`src/hw/rtl/pmqm_pkg.sv`:
```
// Shared types and constants for the priority mailbox queue manager.
// No dependencies.
`default_nettype none
package pmqm_pkg;
	localparam int MAX_BOXES     = 16;
	localparam int MAX_MESSAGES  = 64;
	localparam int PAYLOAD_BYTES = 8;
	localparam int BOX_W  = $clog2(MAX_BOXES) > 0 ? $clog2(MAX_BOXES) : 1;
	localparam int SLOT_W = $clog2(MAX_MESSAGES) > 0 ? $clog2(MAX_MESSAGES) : 1;
	localparam int LEN_W  = $clog2(MAX_MESSAGES + 1);
	localparam int PAY_W  = 8 * PAYLOAD_BYTES;

	localparam logic [1:0] CMD_CREATE  = 2'd0;
	localparam logic [1:0] CMD_DESTROY = 2'd1;
	localparam logic [1:0] CMD_ADD     = 2'd2;
	localparam logic [1:0] CMD_GET     = 2'd3;

	localparam logic [2:0] ST_OK            = 3'd0;
	localparam logic [2:0] ST_NOT_PERMITTED = 3'd1;
	localparam logic [2:0] ST_NOT_FOUND     = 3'd2;
	localparam logic [2:0] ST_NO_SPACE      = 3'd3;
	localparam logic [2:0] ST_EMPTY_MESSAGE = 3'd4;

	typedef enum logic [3:0] {
		S_IDLE, S_BSCAN, S_DISPATCH, S_WALK_RD, S_WALK_CMP, S_GET_RD, S_GET_WB, S_DONE
	} state_t;

	// controller to datapath
	typedef struct packed {
		logic load;       // capture input beat
		logic bscan_clr;  // start box scan
		logic bscan_step; // examine one box
		logic walk_init;  // start queue walk at head
		logic walk_rd;    // issue slot read
		logic walk_next;  // follow successor
		logic get_rd;     // read head slot of best box
		logic commit;     // apply update, latch result
		logic out_take;   // result beat consumed
	} cmd_t;

	// datapath to controller
	typedef struct packed {
		logic       bscan_last;
		logic [1:0] cmd;
		logic       early;      // result known without scan
		logic       walk_done;  // walked whole queue
		logic       walk_hit;   // id match at current slot
		logic       no_msg;     // get finds nothing
		logic       out_valid;
	} stat_t;
endpackage
`default_nettype wire

```
`src/hw/rtl/pmqm_ctrl.sv`:
```
// Controller state machine of the mailbox manager.
// Depends on pmqm_pkg.
`default_nettype none
module pmqm_ctrl import pmqm_pkg::*; (
	input  wire logic  clk,
	input  wire logic  arst_n,
	input  wire logic  in_valid,
	output logic       in_stall,
	input  wire logic  out_stall,
	input  wire stat_t st,
	output cmd_t       cm
);
	state_t state_q, state_d;
	logic   out_busy;

	// result register still holds a beat that is not taken this cycle
	assign out_busy = st.out_valid && out_stall;

	always_ff @(posedge clk or negedge arst_n) begin
		if (!arst_n) state_q <= S_IDLE;
		else state_q <= state_d;
	end

	// next state and commands; hold any commit while the result register is busy
	always_comb begin
		state_d = state_q;
		cm = '0;
		in_stall = 1'b1;
		cm.out_take = st.out_valid && !out_stall;
		case (state_q)
			S_IDLE: begin
				in_stall = 1'b0;
				if (in_valid) begin
					cm.load = 1'b1;
					state_d = S_BSCAN;
				end
			end
			S_BSCAN: begin
				if (st.early) begin
					if (!out_busy) begin
						cm.commit = 1'b1;
						state_d = S_IDLE;
					end
				end else begin
					cm.bscan_clr = 1'b1;
					state_d = S_DISPATCH;
				end
			end
			S_DISPATCH: begin
				cm.bscan_step = 1'b1;
				if (st.bscan_last) state_d = S_DONE;
			end
			S_DONE: begin
				if (st.cmd == CMD_ADD) begin
					cm.walk_init = 1'b1;
					state_d = S_WALK_RD;
				end else if (st.cmd == CMD_GET && !st.no_msg) begin
					cm.get_rd = 1'b1;
					state_d = S_GET_RD;
				end else if (!out_busy) begin
					cm.commit = 1'b1;
					state_d = S_IDLE;
				end
			end
			S_WALK_RD: begin
				if (st.walk_done) begin
					if (!out_busy) begin
						cm.commit = 1'b1;
						state_d = S_IDLE;
					end
				end else begin
					cm.walk_rd = 1'b1;
					state_d = S_WALK_CMP;
				end
			end
			S_WALK_CMP: begin
				if (st.walk_hit) begin
					if (!out_busy) begin
						cm.commit = 1'b1;
						state_d = S_IDLE;
					end
				end else begin
					cm.walk_next = 1'b1;
					state_d = S_WALK_RD;
				end
			end
			// keep the head slot address on the RAMs until the commit
			S_GET_RD: begin
				cm.get_rd = 1'b1;
				state_d = S_GET_WB;
			end
			S_GET_WB: begin
				cm.get_rd = 1'b1;
				if (!out_busy) begin
					cm.commit = 1'b1;
					state_d = S_IDLE;
				end
			end
			default: state_d = S_IDLE;
		endcase
	end

	a_one_load: assert property (@(posedge clk) disable iff (!arst_n)
		cm.load |=> !cm.load) else $error("back-to-back load");
	a_no_accept_busy: assert property (@(posedge clk) disable iff (!arst_n)
		(state_q != S_IDLE) |-> in_stall) else $error("accept while busy");
	a_commit_idle: assert property (@(posedge clk) disable iff (!arst_n)
		cm.commit |=> state_q == S_IDLE) else $error("commit not to idle");
endmodule
`default_nettype wire

```
`config.mk`:
```
export PLATFORM = sky130hd
export DESIGN_NAME = pmqm_ctrl
export DESIGN_NICKNAME = d
export VERILOG_FILES = /design/src/hw/rtl/pmqm_pkg.sv /design/src/hw/rtl/pmqm_ctrl.sv
export SDC_FILE = /design/constraint.sdc
export NUM_CORES = 1
export LEC_CHECK = 0
export BUFFER_PORTS_ARGS = -buffer_cell sky130_fd_sc_hd__buf_2
export CAP_MARGIN = 10
export CORE_AREA = 2 2 39 41
export CTS_BUF_LIST = sky130_fd_sc_hd__clkbuf_4 sky130_fd_sc_hd__clkbuf_8
export DETAILED_ROUTE_END_ITERATION = 8
export DIE_AREA = 0 0 41 43
export GPL_TIMING_DRIVEN = 0
export MAX_ROUTING_LAYER = met4
export PLACE_DENSITY = 0.66
export SLEW_MARGIN = 20
export SYNTH_ARGS = -nofsm -noshare
export SYNTH_HDL_FRONTEND = slang
export SYNTH_SLANG_ARGS = --single-unit
```
`constraint.sdc`:
```
create_clock -name clk -period 3.9 [get_ports clk]
set_input_delay 0.78 -clock clk [delete_from_list [all_inputs] [get_ports clk]]
set_output_delay 0.78 -clock clk [all_outputs]
set_load 0.02 [all_outputs]
```
==> key figures, run 1 <==
CTS
  • CTS H-tree lvls: 1
  • Reg clk slew, reported paths: 0.03 ns
  • Clock Tree Root: clkbuf_4
  • Hold-fix buffer count after cts: 0
  • Clock sink total: 4
  • Clk Latency, worst-skew pair: 0.23 ns
  • Post-CTS Setup Inserts: 0
  • CTS resizes: 0
  • CTS tree: built
  • CTS Buffer Depth: 2
  • CTS Buf Count: 3

Worst hold path
  • Hold WC Path Type: in2async

Place
  • DP HPWL: 938 µm
  • RD Place Congestion: 0.863
  • Placed insts: 98
  • Number of port buffers: 21
  • Pre-CTS setup slack: 1.42 ns

Power
  • Power Density: 257 mW/mm²
  • Final Total Pwr: 150 µW
  • Max IR drop VDD: 161 µV
  • Leakage: 0.285 nW

STA
  • Setup TNS: 0 ns
  • RSZ-0062 raised after global routing: false
  • FMAX: 403 MHz
  • Final Cycle Share: 63.6%
  • Period minus WS final: 2.48 ns
  • Worst Skew: 0.000465 ns
  • Final hold viol count: 0
  • # setup viols final: 0
  • Slew Limit Fails: 0
  • Setup WS post-layout: 1.42 ns

Final layout
  • Final Net Count: 99
  • Share of layout cells above drive strength 1: 35.3%
  • Antenna diode count: 0
  • Most common cell after layout, fill and taps aside: buf_2
  • Top Registers: state_q x4
  • Most frequent cells in the layout: buf_2 (23), nand2_1 (9), a21oi_1 (6)
  • Area added between synthesis and finish: 34.0%
  • Fin cells: 101
  • Largest register FFs: 4
  • Register with the most flip-flops: state_q

Floorplan
  • Die W: 41 µm
  • Die height: 43 µm
  • Rows: 14
  • I/O pin count: 22
  • Initial Util: 31.4%
  • Die area: 0.00176 mm²
  • Core ar.: 0.00138 mm²

Outcome
  • Outcome: finished clean

Global routing
  • GRT Util Overall: 16.9%
  • Initial antenna violation count: 0
  • Largest net degree at the start of global routing: 11
  • First-pass GRT wire length: 2000 µm
  • GRT overflow: 0
  • Number of global-route vias before repair: 478

Drt
  • DR pass1 iterations: 4
  • Wire per inst: 11.6 µm
  • Via density: 5.23
  • DR vias: 528
  • Final ANT Viol Nets: 0
  • Drc violations: 0
  • Detailed Route Iter0 Violations: 9
  • Total Wirelength: 1170 µm

Synth
  • Syn_nets: 73
  • Yosys reg bits: 4
  • Syn Inst Count: 61
  • Mapped Area: 434 µm²
  • Synthesis Warnings: 0
  • Sequential-to-total area share from yosys stat: 23.1%
  • Syn Area/Cell: 7.12 µm²
  • Yosys cell types: 28

Critical path
  • Crit path DAT: 1.70 ns
  • Worst EP required: 3.12 ns
  • Critical-path maximum fanout: 4
  • CP Capture Type: output pin
  • Startpoint Class: primary input
  • Critical path type: in2out

Job
  • Max_cap viols: 0
[critical path, cell delays in order]
cell	delay, ns
buf_2	0.11
inv_1	0.04
o21ai_0	0.13
a21oi_1	0.06
a2111oi_0	0.35
buf_2	0.23
[synthesized netlist by cell type]
cell type / n / area, µm²
or3b_1: 1 / 8.76
buf_2: 2 / 10.0
nand3b_1: 1 / 7.51
buf_4: 1 / 7.51
nor2_2: 1 / 6.26
mux2_2: 1 / 11.3
o21ai_0: 2 / 10.0
nand2b_4: 1 / 13.8
mux2i_1: 1 / 10.0
inv_1: 1 / 3.75
nand3_1: 3 / 15.0
conb_1: 1 / 3.75
nor2b_1: 2 / 12.5
a2111oi_0: 1 / 8.76
nand2b_1: 3 / 18.8
o31a_1: 2 / 17.5
a21oi_1: 6 / 30.0
dfrtp_1: 4 / 100
a32oi_1: 1 / 8.76
and3_1: 2 / 12.5
nor3_1: 4 / 20.0
o32ai_1: 1 / 8.76
nor4_1: 3 / 18.8
nor2_1: 4 / 15.0
o21a_1: 1 / 7.51
a21o_1: 1 / 7.51
o22ai_1: 1 / 6.26
nand2_1: 9 / 33.8
[path summary, 6_finish.rpt]
check	end	cells after the start	slack (ns)	startpoint
worst min-delay path	state_q[0]$_DFFE_PN0P_	1	0.34	arst_n
min in group clk	state_q[0]$_DFFE_PN0P_	2	0.73	state_q[3]$_DFFE_PN0P_
worst max register to register	state_q[1]$_DFFE_PN0P_	5	2.49	state_q[1]$_DFFE_PN0P_
worst max-delay path	cm[1]	6	1.42	st[2]
worst min register to register	state_q[0]$_DFFE_PN0P_	2	0.73	state_q[3]$_DFFE_PN0P_
max in group asynchronous	state_q[1]$_DFFE_PN0P_	1	3.44	arst_n
[layer usage]
| metal | share of wire (%) | global-route usage (%) | vias to the layer above |
|---|---|---|---|
| met4 | 0 | 8.00 | 0 |
| met2 | 52 | 25.3 | 16 |
| met3 | 6.6 | 3.14 | 0 |
| met5 | 0 | - | - |
| li1 | - | - | 274 |
| met1 | 41 | 21.2 | 238 |
[power by group]
group | switching, mW | internal [mW]
Clock | 0.0149 | 0.0343
Sequential | 0.00447 | 0.0447
Combinational | 0.0301 | 0.0212
Total | 0.0494 | 0.100
[cell type report]
type | instances | area, µm²
fill | 157 | 802
multi-input combinational | 53 | 313
timing repair buffer | 21 | 105
sequential | 4 | 100
clock buffer | 3 | 22.5
tap | 16 | 20.0
buffer | 3 | 17.5
inverter | 1 | 3.75
[cells by family (layout without fill, tap and decap cells)]
logic type / Yosys count / after routing / share of synthesized area [%]
flops: 4 / 4 / 23.1
compound gates: 16 / 16 / 24.2
other cells: 1 / 1 / 0.864
mux: 2 / 2 / 4.90
simple gates: 34 / 34 / 42.1
buf+inv: 4 / 28 / 4.90
[metrics by stage]
| step | hold WS, ns | utilization (%) | instance area [µm²] |
|---|---|---|---|
| 6_report | 0.345 | 42.0 | 582 |
| 5_1_grt | 0.347 | 42.0 | 582 |
| 4_1_cts | 0.336 | 42.0 | 582 |
| 3_5_place_dp | 0.586 | 40.4 | 559 |
| 3_3_place_gp | 0.585 | 40.4 | 559 |
| 2_1_floorplan | 0.484 | - | 434 |
Power figures use the tool's default switching activity.
==> inputs of run 2 (changes only) <==
--- a/config.mk
+++ b/config.mk
@@ -13,7 +13,7 @@
 export DIE_AREA = 0 0 41 43
 export GPL_TIMING_DRIVEN = 0
 export MAX_ROUTING_LAYER = met4
-export PLACE_DENSITY = 0.66
+export PLACE_DENSITY = 0.68
 export SLEW_MARGIN = 20
 export SYNTH_ARGS = -nofsm -noshare
 export SYNTH_HDL_FRONTEND = slang
==> constraint.sdc (replaced) <==
create_clock -name clk -period 2.1 [get_ports clk]
set_input_delay 0.42 -clock clk [delete_from_list [all_inputs] [get_ports clk]]
set_output_delay 0.42 -clock clk [all_outputs]
set_load 0.02 [all_outputs]
==> key figures, run 2 (synthesized netlist as in run 1, its figures left out) <==
Outcome
  • Outcome: finished clean (unchanged)

Final layout
  • Final Net Count: 100 (was 99)
  • Area added between synthesis and finish: 37.8% (was 34.0%)
  • Area taken by flip-flops and latches: 100 µm² (unchanged)
  • Register with the most flip-flops: state_q (unchanged)
  • Antenna diode count: 0 (unchanged)
  • Multi-input logic area: 319 µm² (was 313 µm²)
  • Most common cell after layout, fill and taps aside: buf_2 (unchanged)
  • Fillers: 147 (was 157)
  • Share of layout cells above drive strength 1: 36.0% (was 35.3%)
  • Largest register FFs: 4 (unchanged)
  • Top Registers: state_q x4 (unchanged)
  • Most frequent cells in the layout: buf_2 (23), nand2_1 (9), a21oi_1 (6) (unchanged)

Critical path
  • Startpoint Class: flop (was primary input)
  • Critical path type: reg2out (was in2out)
  • Worst EP required: 1.68 ns (was 3.12 ns)
  • CP Capture Type: output pin (unchanged)
  • Reg2reg path depth: 4 (was 5)
  • Crit path top cell by count: buf_2 (unchanged)
  • Slowest stage delay, CP: 0.45 ns (was 0.35 ns)
  • Critical-path maximum fanout: 10 (was 4)
  • Critical-path top delay cell: dfrtp_1 (was a2111oi_0)
  • Worst-path cell chain: buf_2, o21ai_1, a21oi_1, a2111oi_2, buf_2 (was buf_2, inv_1, o21ai_0, a21oi_1, a2111oi_0, buf_2)
  • Crit path DAT: 1.53 ns (was 1.70 ns)

Power
  • Power Density: 470 mW/mm² (was 257 mW/mm²)
  • Max IR drop VDD: 255 µV (was 161 µV)
  • Leakage: 0.290 nW (was 0.285 nW)

CTS
  • Clock Tree Root: clkbuf_4 (unchanged)
  • Clock sink total: 4 (unchanged)
  • CTS H-tree lvls: 1 (unchanged)
  • CTS Buf Count: 3 (unchanged)
  • Clk Latency, worst-skew pair: 0.23 ns (about the same)
  • CTS Buffer Depth: 2 (unchanged)
  • Reg clk slew, reported paths: 0.03 ns (about the same)
  • CTS tree: built (unchanged)

STA
  • Slew Limit Fails: 0 (unchanged)
  • Setup WS post-layout: 0.147 ns (was 1.42 ns)
  • Worst Skew: 0.000597 ns (was 0.000465 ns)
  • Final Cycle Share: 93.0%
  • Period minus WS final: 1.95 ns
  • Final hold viol count: 0 (unchanged)
  • Setup TNS: 0 ns (unchanged)
  • FMAX: 512 MHz
  • # setup viols final: 0 (unchanged)
  • RSZ-0062 raised after global routing: false (unchanged)
  • Hold WS: 0.519 ns (was 0.345 ns)

Floorplan
  • Die W: 41 µm (unchanged)
  • I/O pin count: 22 (unchanged)
  • Initial Util: 31.4% (unchanged)
  • Core ar.: 0.00138 mm² (unchanged)
  • Rows: 14 (unchanged)
  • Die height: 43 µm (unchanged)
  • Die area: 0.00176 mm² (unchanged)

Drt
  • Total Wirelength: 1130 µm (was 1170 µm)
  • Via density: 5.24 (was 5.23)
  • Final ANT Viol Nets: 0 (unchanged)
  • Drc violations: 0 (unchanged)
  • DR pass1 iterations: 4 (unchanged)
  • Wire per inst: 11.1 µm (was 11.6 µm)
  • DR vias: 534 (was 528)
  • Detailed Route Iter0 Violations: 13 (was 9)

Place
  • RD Place Congestion: 0.890 (was 0.863)
  • DP HPWL: 899 µm (was 938 µm)
  • Pre-CTS setup slack: 0.318 ns (was 1.42 ns)
  • Number of port buffers: 21 (unchanged)

Global routing
  • Number of global-route vias before repair: 503 (was 478)
  • Largest net degree at the start of global routing: 11 (unchanged)
  • GRT Util Overall: 16.1% (was 16.9%)
  • GRT overflow: 0 (unchanged)
  • First-pass GRT wire length: 1960 µm (was 2000 µm)
  • Initial antenna violation count: 0 (unchanged)

Worst hold path
  • Hold WC Path Type: in2async (unchanged)

Job
  • Max_cap viols: 0 (unchanged)
run 2: repair_timing:
action                                 CTS  global route
endpoints found under the hold margin    4             0
setup endpoints to repair                0             1
hold buffers                             1             0
buffers inserted                         0             0
resized for setup                        0             2
run 2: path summary, 6_finish.rpt:
| path | slack [ns] | start | end |
|---|---|---|---|
| max | 0.15 | state_q[2]$_DFFE_PN0P_ | cm[1] |
| min | 0.52 | arst_n | state_q[0]$_DFFE_PN0P_ |
| max reg2reg | 0.68 | state_q[3]$_DFFE_PN0P_ | state_q[1]$_DFFE_PN0P_ |
| min reg2reg | 0.78 | state_q[3]$_DFFE_PN0P_ | state_q[2]$_DFFE_PN0P_ |
| max in group asynchronous | 1.47 | arst_n | state_q[1]$_DFFE_PN0P_ |
| min in group clk | 0.66 | st[6] | state_q[0]$_DFFE_PN0P_ |
run 2: per-stage QoR:
stage | utilization (%) | cells | total power [mW] | area [µm²]
6_report | 43.2 | 102 | 0.281 | 598
5_1_grt | 43.2 | 102 | 0.302 | 598
4_1_cts | 42.9 | 102 | 0.286 | 593
3_5_place_dp | 40.5 | 98 | 0.187 | 561
3_3_place_gp | 40.5 | 98 | 0.188 | 561
2_1_floorplan | - | 61 | 0.153 | 435
run 2: area by class of cell:
type,instances,area share (%)
plain buffers,3,2.93
clock buffers,3,3.77
flip-flops and latches,4,16.7
multi-input cells,53,53.3
repair buffers,22,19.2
well taps,16,3.35
inverters,1,0.628
run 2: worst max-delay path: cells and delay by family (launching register included):
| kind | cells | cell delay (ns) |
|---|---|---|
| buffers and inverters | 2 | 0.43 |
| AOI/OAI and AO/OA | 3 | 0.43 |
| DFF | 1 | 0.45 |
run 2: routing by layer:
layer | part of all wire, % | track usage, % | wire length, µm | vias to the layer above
met2 | 52 | 23.4 | 585 | 13
met1 | 43 | 21.2 | 481 | 248
met4 | 0 | 9.33 | 0 | 0
met3 | 5.5 | 1.05 | 62 | 0
met5 | 0 | - | 0 | -
li1 | - | - | - | 273
run 2: power breakdown:
part,switching [mW],internal [mW],leakage (nW)
clock,0.0275,0.0636,0.0138
combinational,0.0573,0.0412,0.224
sequential,0.00817,0.0830,0.0521
total,0.0930,0.188,0.290
